--- src/hdl/focft_pkg.sv ---
`timescale 1ns / 1ps
`default_nettype none

package focft_pkg;

   localparam int ANGLE_BITS_DEF = 12;

   localparam int MECH_W  = 12;
   localparam int ELEC_W  = 12;
   localparam int CUR_W   = 16;
   localparam int VOLT_W  = 16;
   localparam int SPEED_W = 22;

   localparam int REQ_DATA_W = 80;
   localparam int RSP_DATA_W = 104;

   localparam int CSR_INDEX_W = 2;
   localparam int CSR_DATA_W  = 15;

   localparam int OFFSET_W = 12;
   localparam int POLES_W  = 5;
   localparam int LIMIT_W  = 15;
   localparam int SCALE_W  = 10;

   localparam logic [OFFSET_W-1:0] ANGLE_OFFSET_RST = 12'd260;
   localparam logic [POLES_W-1:0]  POLE_PAIRS_RST   = 5'd11;
   localparam logic [LIMIT_W-1:0]  VOLT_LIMIT_RST   = 15'd2560;
   localparam logic [SCALE_W-1:0]  SPEED_SCALE_RST  = 10'd15;

   // shared multiplier / accumulator
   localparam int MUL_W = 18;
   localparam int ACC_W = 40;
   localparam int Q15_SHIFT = 15;
   localparam logic signed [ACC_W-1:0] ROUND_Q15 = ACC_W'(1 << (Q15_SHIFT - 1));

   localparam int INV_SQRT3_Q15     = 18919;
   localparam int TWO_INV_SQRT3_Q15 = 37837;

   // quarter-wave sine table
   localparam int FRAC_W = 8;
   localparam int BIAS_W = 24;
   localparam int SINE_W = 16;
   localparam int QIDX_W = 7;
   localparam logic [QIDX_W-1:0] QWAVE_LAST = 7'd64;

   localparam logic [SINE_W-1:0] QWAVE [0:64] = '{
      16'd0,     16'd804,   16'd1608,  16'd2410,  16'd3212,  16'd4011,  16'd4808,  16'd5602,
      16'd6393,  16'd7179,  16'd7962,  16'd8739,  16'd9512,  16'd10278, 16'd11039, 16'd11793,
      16'd12539, 16'd13279, 16'd14010, 16'd14732, 16'd15446, 16'd16151, 16'd16846, 16'd17530,
      16'd18204, 16'd18868, 16'd19519, 16'd20159, 16'd20787, 16'd21403, 16'd22005, 16'd22594,
      16'd23170, 16'd23731, 16'd24279, 16'd24811, 16'd25329, 16'd25832, 16'd26319, 16'd26790,
      16'd27245, 16'd27683, 16'd28105, 16'd28510, 16'd28898, 16'd29268, 16'd29621, 16'd29956,
      16'd30273, 16'd30571, 16'd30852, 16'd31113, 16'd31356, 16'd31580, 16'd31785, 16'd31971,
      16'd32137, 16'd32285, 16'd32412, 16'd32521, 16'd32609, 16'd32678, 16'd32728, 16'd32757,
      16'd32767
   };

   localparam logic signed [ACC_W-1:0] S16_MAX = ACC_W'(32767);
   localparam logic signed [ACC_W-1:0] S16_MIN = -ACC_W'(32768);
   localparam logic signed [ACC_W-1:0] S22_MAX = ACC_W'((1 << 21) - 1);
   localparam logic signed [ACC_W-1:0] S22_MIN = -ACC_W'(1 << 21);

   typedef enum logic [1:0] {
      ST_IDLE,
      ST_ISSUE,
      ST_ACCUM,
      ST_DONE
   } state_type;

   typedef enum logic [3:0] {
      OP_ELEC,
      OP_SIN,
      OP_COS,
      OP_CLA,
      OP_CLB,
      OP_IDA,
      OP_IDB,
      OP_IQA,
      OP_IQB,
      OP_UAA,
      OP_UAB,
      OP_UBA,
      OP_UBB,
      OP_SPEED
   } op_type;

   typedef enum logic [CSR_INDEX_W-1:0] {
      REG_ANGLE_OFFSET = 2'd0,
      REG_POLE_PAIRS   = 2'd1,
      REG_VOLT_LIMIT   = 2'd2,
      REG_SPEED_SCALE  = 2'd3
   } csr_reg_type;

   typedef struct packed {
      logic accum;
      logic load;
      logic sub;
   } mac_ctrl_type;

   typedef struct packed {
      logic [SINE_W-1:0] step;
      logic [FRAC_W-1:0] frac;
      logic [BIAS_W-1:0] bias;
      logic              neg;
   } sine_op_type;

   typedef struct packed {
      logic [3:0]               pad;
      logic signed [VOLT_W-1:0] volt_q;
      logic signed [VOLT_W-1:0] volt_d;
      logic signed [CUR_W-1:0]  phase_v;
      logic signed [CUR_W-1:0]  phase_u;
      logic [MECH_W-1:0]        mech_angle;
   } req_data_type;

   typedef struct packed {
      logic [5:0]                pad;
      logic signed [SPEED_W-1:0] speed_rpm;
      logic signed [VOLT_W-1:0]  volt_beta;
      logic signed [VOLT_W-1:0]  volt_alpha;
      logic signed [CUR_W-1:0]   axis_q;
      logic signed [CUR_W-1:0]   axis_d;
      logic [ELEC_W-1:0]         elec_angle;
   } rsp_data_type;

   function automatic logic [SINE_W-1:0] qwave(input logic [QIDX_W-1:0] idx);
      return (idx > QWAVE_LAST) ? QWAVE[QWAVE_LAST] : QWAVE[idx];
   endfunction

   function automatic logic signed [15:0] sat16(input logic signed [ACC_W-1:0] x);
      if (x > S16_MAX) begin
         return 16'sh7FFF;
      end else if (x < S16_MIN) begin
         return 16'sh8000;
      end
      return 16'(x);
   endfunction

   function automatic logic signed [SPEED_W-1:0] sat22(input logic signed [ACC_W-1:0] x);
      if (x > S22_MAX) begin
         return SPEED_W'(S22_MAX);
      end else if (x < S22_MIN) begin
         return SPEED_W'(S22_MIN);
      end
      return SPEED_W'(x);
   endfunction

endpackage

`default_nettype wire

--- src/hdl/foc_frame_transform.sv ---
`timescale 1ns / 1ps
`default_nettype none

// Field-oriented-control frame transform.
// req_* carries one control-period item: mechanical angle, phase currents U/V and
// the d/q voltage commands. rsp_* returns electrical angle, Id, Iq, U-alpha,
// U-beta and speed. csr_* writes angle_offset, pole_pairs, volt_limit and
// speed_scale (index 0..3); csr_ready is always high, write only while idle.
// All products go through one 18x18 multiplier with a registered product and a
// 40-bit accumulator. The sequencer runs 14 multiply steps, each an issue and an
// accumulate state: electrical angle, sine, cosine, Clarke, Park, inverse Park
// and speed. A new item is taken only after the previous one has left the
// sequencer; req_tready is high only in the idle state, between items.
// The result sits in an output register, so a new item is taken while a result
// waits; if the receiver stalls longer, the next result holds in the sequencer
// until the output register frees.
// Reset loads the default configuration and clears the previous angle to 0.

module foc_frame_transform import focft_pkg::*; #(
   parameter int ANGLE_BITS = ANGLE_BITS_DEF
) (
   input  wire logic                   clock,
   input  wire logic                   reset,
   input  wire logic                   req_tvalid,
   output logic                        req_tready,
   // mech_angle[11:0], phase_u[27:12], phase_v[43:28], volt_d[59:44],
   // volt_q[75:60], zero[79:76]
   input  wire logic [REQ_DATA_W-1:0]  req_tdata,
   output logic                        rsp_tvalid,
   input  wire logic                   rsp_tready,
   // elec_angle[11:0], axis_d[27:12], axis_q[43:28], volt_alpha[59:44],
   // volt_beta[75:60], speed_rpm[97:76], zero[103:98]
   output logic [RSP_DATA_W-1:0]       rsp_tdata,
   input  wire logic                   csr_valid,
   output logic                        csr_ready,
   input  wire logic [CSR_INDEX_W-1:0] csr_index,
   input  wire logic [CSR_DATA_W-1:0]  csr_wdata
);

   localparam int FRAC_BITS = ANGLE_BITS - 8;
   localparam logic [ANGLE_BITS-1:0] QUARTER = ANGLE_BITS'(1) << (ANGLE_BITS - 2);

   state_type state_ff, state_in;
   op_type    op_ff, op_in;
   logic      rsp_tvalid_ff, rsp_tvalid_in;
   logic      load_out;
   logic      req_accept;

   logic [OFFSET_W-1:0] angle_offset_ff;
   logic [POLES_W-1:0]  pole_pairs_ff;
   logic [LIMIT_W-1:0]  volt_limit_ff;
   logic [SCALE_W-1:0]  speed_scale_ff;

   req_data_type              req_data;
   logic [ANGLE_BITS-1:0]     mech_m;
   logic [ANGLE_BITS-1:0]     last_angle_ff;
   logic [ANGLE_BITS-1:0]     rel_ff;
   logic signed [ANGLE_BITS-1:0] diff_ff;
   logic signed [CUR_W-1:0]   iu_ff, iv_ff;
   logic signed [VOLT_W-1:0]  ud_ff, uq_ff;
   logic signed [VOLT_W-1:0]  ud_lim, uq_lim;
   logic signed [VOLT_W-1:0]  limit_s;

   logic [ANGLE_BITS-1:0]     elec_ff;
   logic [SINE_W-1:0]         s_mag_ff, c_mag_ff;
   logic                      s_neg_ff, c_neg_ff;
   logic signed [MUL_W-1:0]   ib_ff;
   logic signed [CUR_W-1:0]   id_ff, iq_ff;
   logic signed [VOLT_W-1:0]  ua_ff, ub_ff;
   logic signed [SPEED_W-1:0] speed_ff;
   rsp_data_type              rsp_data_ff;

   logic [ANGLE_BITS-1:0]     sine_angle;
   sine_op_type               sine_op;
   mac_ctrl_type              mac_ctrl;
   logic signed [MUL_W-1:0]   op_a, op_b;
   logic signed [MUL_W-1:0]   s_op, c_op;
   logic signed [ACC_W-1:0]   bias;
   logic signed [ACC_W-1:0]   acc_in;
   logic signed [ACC_W-1:0]   acc_shr;
   logic signed [ACC_W-1:0]   acc_frac;

   // input capture
   assign req_data   = req_tdata;
   assign req_accept = req_tvalid && req_tready;
   assign mech_m     = ANGLE_BITS'(req_data.mech_angle);
   assign limit_s    = signed'({1'b0, volt_limit_ff});
   assign ud_lim     = (req_data.volt_d >= limit_s) ? limit_s : req_data.volt_d;
   assign uq_lim     = (req_data.volt_q >= limit_s) ? limit_s : req_data.volt_q;

   always_ff @(posedge clock) begin
      if (req_accept) begin
         iu_ff   <= req_data.phase_u;
         iv_ff   <= req_data.phase_v;
         ud_ff   <= ud_lim;
         uq_ff   <= uq_lim;
         rel_ff  <= mech_m - ANGLE_BITS'(angle_offset_ff);
         diff_ff <= signed'(mech_m - last_angle_ff);
      end
   end

   always_ff @(posedge clock) begin
      if (reset) begin
         last_angle_ff <= '0;
      end else if (req_accept) begin
         last_angle_ff <= mech_m;
      end
   end

   // configuration
   assign csr_ready = 1'b1;

   always_ff @(posedge clock) begin
      if (reset) begin
         angle_offset_ff <= ANGLE_OFFSET_RST;
         pole_pairs_ff   <= POLE_PAIRS_RST;
         volt_limit_ff   <= VOLT_LIMIT_RST;
         speed_scale_ff  <= SPEED_SCALE_RST;
      end else if (csr_valid && csr_ready) begin
         unique case (csr_reg_type'(csr_index))
            REG_ANGLE_OFFSET: angle_offset_ff <= csr_wdata[OFFSET_W-1:0];
            REG_POLE_PAIRS:   pole_pairs_ff   <= csr_wdata[POLES_W-1:0];
            REG_VOLT_LIMIT:   volt_limit_ff   <= csr_wdata[LIMIT_W-1:0];
            REG_SPEED_SCALE:  speed_scale_ff  <= csr_wdata[SCALE_W-1:0];
            default: ;
         endcase
      end
   end

   // sequencer
   always_ff @(posedge clock) begin
      if (reset) begin
         state_ff      <= ST_IDLE;
         op_ff         <= OP_ELEC;
         rsp_tvalid_ff <= 1'b0;
      end else begin
         state_ff      <= state_in;
         op_ff         <= op_in;
         rsp_tvalid_ff <= rsp_tvalid_in;
      end
   end

   always_comb begin
      state_in   = state_ff;
      op_in      = op_ff;
      load_out   = 1'b0;
      req_tready = 1'b0;
      unique case (state_ff)
         ST_IDLE: begin
            req_tready = 1'b1;
            if (req_tvalid) begin
               state_in = ST_ISSUE;
               op_in    = OP_ELEC;
            end
         end
         ST_ISSUE: begin
            state_in = ST_ACCUM;
         end
         ST_ACCUM: begin
            if (op_ff == OP_SPEED) begin
               state_in = ST_DONE;
            end else begin
               op_in    = op_type'(op_ff + 4'd1);
               state_in = ST_ISSUE;
            end
         end
         ST_DONE: begin
            if (!rsp_tvalid_ff || rsp_tready) begin
               load_out = 1'b1;
               state_in = ST_IDLE;
            end
         end
         default: state_in = ST_IDLE;
      endcase
   end

   assign rsp_tvalid_in = load_out || (rsp_tvalid_ff && !rsp_tready);

   // operand selection for the shared multiplier
   assign sine_angle = (op_ff == OP_COS) ? (elec_ff + QUARTER) : elec_ff;
   assign s_op       = MUL_W'(s_mag_ff);
   assign c_op       = MUL_W'(c_mag_ff);

   focft_sine #(
      .ANGLE_BITS (ANGLE_BITS)
   ) u_sine (
      .angle   (sine_angle),
      .sine_op (sine_op)
   );

   always_comb begin
      mac_ctrl.accum = (state_ff == ST_ACCUM);
      mac_ctrl.load  = 1'b1;
      mac_ctrl.sub   = 1'b0;
      op_a           = '0;
      op_b           = '0;
      bias           = '0;
      unique case (op_ff) inside
         OP_ELEC: begin
            op_a = MUL_W'(rel_ff);
            op_b = MUL_W'(pole_pairs_ff);
         end
         OP_SIN, OP_COS: begin
            op_a = MUL_W'(sine_op.step);
            op_b = MUL_W'(sine_op.frac);
            bias = ACC_W'(sine_op.bias);
         end
         OP_CLA: begin
            op_a = MUL_W'(iu_ff);
            op_b = MUL_W'(INV_SQRT3_Q15);
            bias = ROUND_Q15;
         end
         OP_CLB: begin
            mac_ctrl.load = 1'b0;
            op_a = MUL_W'(iv_ff);
            op_b = MUL_W'(TWO_INV_SQRT3_Q15);
         end
         OP_IDA: begin
            op_a = MUL_W'(iu_ff);
            op_b = c_op;
            mac_ctrl.sub = c_neg_ff;
            bias = ROUND_Q15;
         end
         OP_IDB: begin
            mac_ctrl.load = 1'b0;
            op_a = ib_ff;
            op_b = s_op;
            mac_ctrl.sub = s_neg_ff;
         end
         OP_IQA: begin
            op_a = ib_ff;
            op_b = c_op;
            mac_ctrl.sub = c_neg_ff;
            bias = ROUND_Q15;
         end
         OP_IQB: begin
            mac_ctrl.load = 1'b0;
            op_a = MUL_W'(iu_ff);
            op_b = s_op;
            mac_ctrl.sub = !s_neg_ff;
         end
         OP_UAA: begin
            op_a = MUL_W'(ud_ff);
            op_b = c_op;
            mac_ctrl.sub = c_neg_ff;
            bias = ROUND_Q15;
         end
         OP_UAB: begin
            mac_ctrl.load = 1'b0;
            op_a = MUL_W'(uq_ff);
            op_b = s_op;
            mac_ctrl.sub = !s_neg_ff;
         end
         OP_UBA: begin
            op_a = MUL_W'(ud_ff);
            op_b = s_op;
            mac_ctrl.sub = s_neg_ff;
            bias = ROUND_Q15;
         end
         OP_UBB: begin
            mac_ctrl.load = 1'b0;
            op_a = MUL_W'(uq_ff);
            op_b = c_op;
            mac_ctrl.sub = c_neg_ff;
         end
         OP_SPEED: begin
            op_a = MUL_W'(diff_ff);
            op_b = MUL_W'(speed_scale_ff);
            mac_ctrl.sub = 1'b1;
         end
         default: ;
      endcase
   end

   focft_mac u_mac (
      .clock  (clock),
      .ctrl   (mac_ctrl),
      .op_a   (op_a),
      .op_b   (op_b),
      .bias   (bias),
      .acc_in (acc_in)
   );

   // result capture
   assign acc_shr  = acc_in >>> Q15_SHIFT;
   assign acc_frac = acc_in >>> FRAC_BITS;

   always_ff @(posedge clock) begin
      if (state_ff == ST_ACCUM) begin
         case (op_ff)
            OP_ELEC:  elec_ff  <= acc_in[ANGLE_BITS-1:0];
            OP_SIN: begin
               s_mag_ff <= acc_frac[SINE_W-1:0];
               s_neg_ff <= sine_op.neg;
            end
            OP_COS: begin
               c_mag_ff <= acc_frac[SINE_W-1:0];
               c_neg_ff <= sine_op.neg;
            end
            OP_CLB:   ib_ff    <= acc_shr[MUL_W-1:0];
            OP_IDB:   id_ff    <= sat16(acc_shr);
            OP_IQB:   iq_ff    <= sat16(acc_shr);
            OP_UAB:   ua_ff    <= sat16(acc_shr);
            OP_UBB:   ub_ff    <= sat16(acc_shr);
            OP_SPEED: speed_ff <= sat22(acc_in);
            default: ;
         endcase
      end
   end

   always_ff @(posedge clock) begin
      if (load_out) begin
         rsp_data_ff.pad        <= '0;
         rsp_data_ff.speed_rpm  <= speed_ff;
         rsp_data_ff.volt_beta  <= ub_ff;
         rsp_data_ff.volt_alpha <= ua_ff;
         rsp_data_ff.axis_q     <= iq_ff;
         rsp_data_ff.axis_d     <= id_ff;
         rsp_data_ff.elec_angle <= ELEC_W'(elec_ff);
      end
   end

   assign rsp_tvalid = rsp_tvalid_ff;
   assign rsp_tdata  = rsp_data_ff;

   // checks
   a_accept_starts: assert property (@(posedge clock) disable iff (reset)
      (req_tvalid && req_tready) |=> (state_ff == ST_ISSUE && op_ff == OP_ELEC))
      else $error("accepted item did not start the sequence");

   a_rsp_from_done: assert property (@(posedge clock) disable iff (reset)
      $rose(rsp_tvalid) |-> ($past(state_ff) == ST_DONE))
      else $error("result raised outside of the done step");

   a_issue_accum: assert property (@(posedge clock) disable iff (reset)
      (state_ff == ST_ISSUE) |=> (state_ff == ST_ACCUM && $stable(op_ff)))
      else $error("multiply step not followed by its accumulate");

endmodule

`default_nettype wire

--- src/hdl/focft_mac.sv ---
`timescale 1ns / 1ps
`default_nettype none

module focft_mac import focft_pkg::*; (
   input  wire logic                    clock,
   input  wire mac_ctrl_type            ctrl,
   input  wire logic signed [MUL_W-1:0] op_a,
   input  wire logic signed [MUL_W-1:0] op_b,
   input  wire logic signed [ACC_W-1:0] bias,
   output logic signed [ACC_W-1:0]      acc_in
);

   logic signed [2*MUL_W-1:0] prod_ff;
   logic signed [ACC_W-1:0]   acc_ff;
   logic signed [ACC_W-1:0]   prod_ext;
   logic signed [ACC_W-1:0]   base;

   always_ff @(posedge clock) begin
      prod_ff <= op_a * op_b;
      if (ctrl.accum) begin
         acc_ff <= acc_in;
      end
   end

   assign prod_ext = ACC_W'(prod_ff);
   assign base     = ctrl.load ? bias : acc_ff;
   assign acc_in   = ctrl.sub ? (base - prod_ext) : (base + prod_ext);

endmodule

`default_nettype wire

--- src/hdl/focft_sine.sv ---
`timescale 1ns / 1ps
`default_nettype none

module focft_sine import focft_pkg::*; #(
   parameter int ANGLE_BITS = ANGLE_BITS_DEF
) (
   input  wire logic [ANGLE_BITS-1:0] angle,
   output sine_op_type                sine_op
);

   localparam int FRAC_BITS = ANGLE_BITS - 8;
   localparam int HALF      = (1 << FRAC_BITS) >> 1;
   localparam logic [ANGLE_BITS-2:0] QUARTER   = (ANGLE_BITS-1)'(1) << (ANGLE_BITS - 2);
   localparam logic [ANGLE_BITS-2:0] FRAC_MASK = (ANGLE_BITS-1)'((1 << FRAC_BITS) - 1);

   logic [1:0]            quad;
   logic [ANGLE_BITS-2:0] pos;
   logic [ANGLE_BITS-2:0] x;
   logic [QIDX_W-1:0]     idx;
   logic [QIDX_W-1:0]     idx_next;
   logic [SINE_W-1:0]     base_val;

   assign quad     = angle[ANGLE_BITS-1:ANGLE_BITS-2];
   assign pos      = {1'b0, angle[ANGLE_BITS-3:0]};
   assign x        = quad[0] ? (QUARTER - pos) : pos;
   assign idx      = QIDX_W'(x >> FRAC_BITS);
   assign idx_next = (idx >= QWAVE_LAST) ? QWAVE_LAST : (idx + 7'd1);
   assign base_val = qwave(idx);

   assign sine_op.step = qwave(idx_next) - base_val;
   assign sine_op.frac = FRAC_W'(x & FRAC_MASK);
   assign sine_op.bias = (BIAS_W'(base_val) << FRAC_BITS) + BIAS_W'(HALF);
   assign sine_op.neg  = quad[1];

endmodule

`default_nettype wire
--- config.mk ---
export PLATFORM = sky130hd
export DESIGN_NAME = foc_frame_transform
export DESIGN_NICKNAME = d
export VERILOG_FILES = /design/src/hdl/focft_pkg.sv /design/src/hdl/foc_frame_transform.sv /design/src/hdl/focft_mac.sv /design/src/hdl/focft_sine.sv
export SDC_FILE = /design/constraint.sdc
export NUM_CORES = 2
export LEC_CHECK = 0
export BUFFER_PORTS_ARGS = -buffer_cell sky130_fd_sc_hd__buf_2
export CAP_MARGIN = 20
export CELL_PAD_IN_SITES_DETAIL_PLACEMENT = 1
export CELL_PAD_IN_SITES_GLOBAL_PLACEMENT = 1
export CORE_UTILIZATION = 50
export CTS_CLUSTER_DIAMETER = 100
export DETAILED_ROUTE_END_ITERATION = 12
export GPL_TIMING_DRIVEN = 0
export PLACE_DENSITY_LB_ADDON = 0.1
export SYNTH_ARGS = -nofsm -noshare
export SYNTH_HDL_FRONTEND = slang
export SYNTH_HIERARCHICAL = 1
export SYNTH_SLANG_ARGS = --single-unit
--- constraint.sdc ---
create_clock -name clock -period 14.6 [get_ports clock]
set_clock_uncertainty 0.1 [all_clocks]
set_input_delay 2.92 -clock clock [delete_from_list [all_inputs] [get_ports clock]]
set_output_delay 2.92 -clock clock [all_outputs]
set_load 0.1 [all_outputs]
==> key figures <==
Final layout
  – Commonest non-fill, non-tap cell in the layout: inv_1
  – Layout Nets: 4790
  – Layout cells sized above 1: 13.0%
  – Commonest cells after routing, fill and taps aside: inv_1 (510), nand2_1 (442), edfxtp_1 (376), fa_1 (333), ha_1 (224)
  – Final Util: around 57%
  – Area growth, synth to finish: 12.3%

Global routing
  – Vias in the first global route: roughly 32000
  – First-pass GRT wire length: around 190000 µm
  – Initial antenna violation count: 9
  – Largest net degree at the start of global routing: 43
  – Total grt overflow: 0
  – Total Routing Usage GR: approximately a third

Setup path
  – Worst Setup Start Kind: flip-flop
  – Most common cell on crit path: fa_1
  – CP bufs+invs: 12
  – Setup CP Type: flip-flop to flip-flop
  – Crit-path max cell delay: approximately 0.70 ns
  – Worst Path Arrival: 14.57 ns
  – Critical path's slowest cell: fa_1
  – Required time of the critical path: roughly 15 ns
  – Worst-path fanout max: 10
  – Crit. End Element: flip-flop
  – Worst path top cell family by delay: adder cells

Clocking
  – Max H-tree Level: 2
  – CTS tree: yes
  – Clock buffer depth: 3
  – CTS clk-pin slew, worst paths: 0.06 ns
  – Worst-skew pair later-pin latency: 0.62 ns
  – TritonCTS buffer count: around 50
  – Sink Count: 473
  – CTS Hold Bufs: 0
  – Root Buffer: clkbuf_16

Floorplan
  – IO Pins: 209
  – Die ar.: approximately 0.078 mm²
  – Row Count: 101
  – Starting Density: between 50% and 60%
  – Core ar.: ~0.076 mm²
  – Die Y: between 200 and 300 µm
  – Die width: about 280 µm

STA
  – Final setup vio count: 0
  – Final Hold Fails: 0
  – RSZ-0062 raised after global routing: yes
  – Final setup margin: about 0.47 ns
  – Max Slew Vio Count: 0
  – Max transition margin: 9.54%
  – Min cycle time layout: approximately 14 ns
  – Least-Margin Pin Slew: about 1.4 ns
  – Fin crit share: approximately 97%
  – Worst hold slack: ~0.30 ns
  – Fmax achieved: 0.0708 GHz

Routing
  – Routed WL: 129000 µm
  – Drt wl/cell: about 25 µm
  – Starting DRC count in detailed routing: around 2400
  – Via-to-Cell Ratio: just under 6
  – Remaining DRCs: 0
  – Via count: roughly 30000
  – ANT nets after route: 0
  – Initial DRT Pass Iterations: 6

Place
  – DP HPWL: 102000 µm
  – Number of I/O port buffers: 195
  – Routability cong.: around 0.93
  – Dpl ws: -1.25 ns

Power and ir drop
  – Share of power burned in combinational logic: between 40% and 50%
  – Flop pwr share: ~29%
  – Sw frac: roughly 42%
  – Power, Total: ~0.006 W
  – P_int: 0.00345 W
  – Leakage power: 18.4 nW
  – VDD IR max: 0.131 mV
  – Clock share of power: around 22%
  – Pwr per Cell Area: about 140 mW/mm²
  – Net Sw Power: around 0.0025 W

Logic synthesis
  – Post-Syn Area: 0.0383 mm²
  – Synth warn: 6
  – Mapped Cells: 3799
  – Post-synth EDFFs: between 300 and 400
  – Top FF cell, synth: edfxtp_1
  – Post-synthesis register bit count: ~470
  – Seq/Total Area, Yosys: between 30% and 40%
  – Post-synthesis cell type count: ~110
  – Average size of a mapped cell: 10.1 µm²
  – FFs w/ async S/R, synth: 0%

Hold path
  – HP Class: flip-flop to flip-flop

Outcome
  – Run status: finished clean

Job
  – Max cap viols: 0
## power groups by stage
| stage | combinational [W] | sequential [W] | clock [W] |
|---|---|---|---|
| 2_1_floorplan | 0.00186 | 0.00175 | 0 |
| 3_3_place_gp | 0.00271 | 0.00175 | 0 |
| 3_5_place_dp | 0.00279 | 0.00175 | 0 |
| 4_1_cts | 0.00283 | 0.00173 | 0.00136 |
| 5_1_grt | 0.00316 | 0.00173 | 0.00140 |
| 6_report | 0.00291 | 0.00173 | 0.00134 |
## cells by family after synthesis
| logic type | count (synthesis) | share of synthesized area [%] |
|---|---|---|
| adders and majority gates | 559 | 24.8 |
| xor gates and xnor gates | 152 | 3.61 |
| other | 4 | 0.0392 |
| muxes | 90 | 2.84 |
| and+or+nand+nor | 1125 | 14.2 |
| buffers and inverters | 703 | 7.31 |
| DFF | 473 | 34.6 |
| AOI/OAI and AO/OA | 693 | 12.6 |
## per-layer routing
layer  up-vias  global-route usage [%]  routed length [µm]
met5         -                       0                   0
met4         0                    10.1                3860
met3       200                    5.03                9330
met2      1145                    54.5               60700
met1     15400                    45.1               54900
li1      13600                       -                   -
## synthesized netlist by cell type (all sizes together) (57+ instances only)
master,number,area share (%)
a21oi,209,2.8
and2,185,3.0
buf,65,1.1
clkbuf,126,1.2
dfxtp,97,5.1
edfxtp,376,29
fa,333,17
ha,226,7.4
inv,510,5.0
mux2,70,2.3
nand2,444,4.4
nand3,57,0.74
nor2,196,1.9
nor3,64,0.90
o21ai,106,1.4
xnor2,129,3.0
## registers in the layout, summed over array words and instances (netlist names), 18 cells and up
signal and cells:
speed_ff 22, u_mac/prod_ff 36, u_mac/acc_ff 40, ib_ff 18
rsp_tdata 98
## worst paths after layout
check | start | end | slack [ns] | cells after the start
worst max-delay path | op_ff[0] | u_mac/prod_ff[35] | 0.47 | 51
worst min-delay path | speed_ff[6] | rsp_tdata[82] | 0.30 | 0
worst max register to register | op_ff[0] | u_mac/prod_ff[35] | 0.47 | 51
worst min register to register | speed_ff[6] | rsp_tdata[82] | 0.30 | 0
## timing repair
item / 4_1_cts / 5_1_grt
pin swaps: 4 / 10
setup buffers: 5 / 17
resized for setup: 15 / 31
endpoints found under the hold margin: 0 / 0
gates cloned: 0 / 0
setup endpoints to repair: 20 / 17
## through the flow
step,setup TNS (ns),instance area (µm²),cells
floorplan,0,38500,3845
global placement,-16.83,40700,5018
detailed placement,-14.66,40900,5035
CTS,0,42800,5134
global route,-0.0113,43000,5153
finish,0,43000,5155
## area by class of cell
type,count,area [µm²]
Multi-Input combinational cell,2669,22600
Tap cell,978,1220
Clock buffer,70,1450
Fill cell,8499,32800
Buffer,187,882
Clock inverter,26,289
Antenna cell,5,12.5
Sequential cell,473,13200
Inverter,512,1920
Timing Repair Buffer,235,1400
Power figures use the tool's default switching activity.
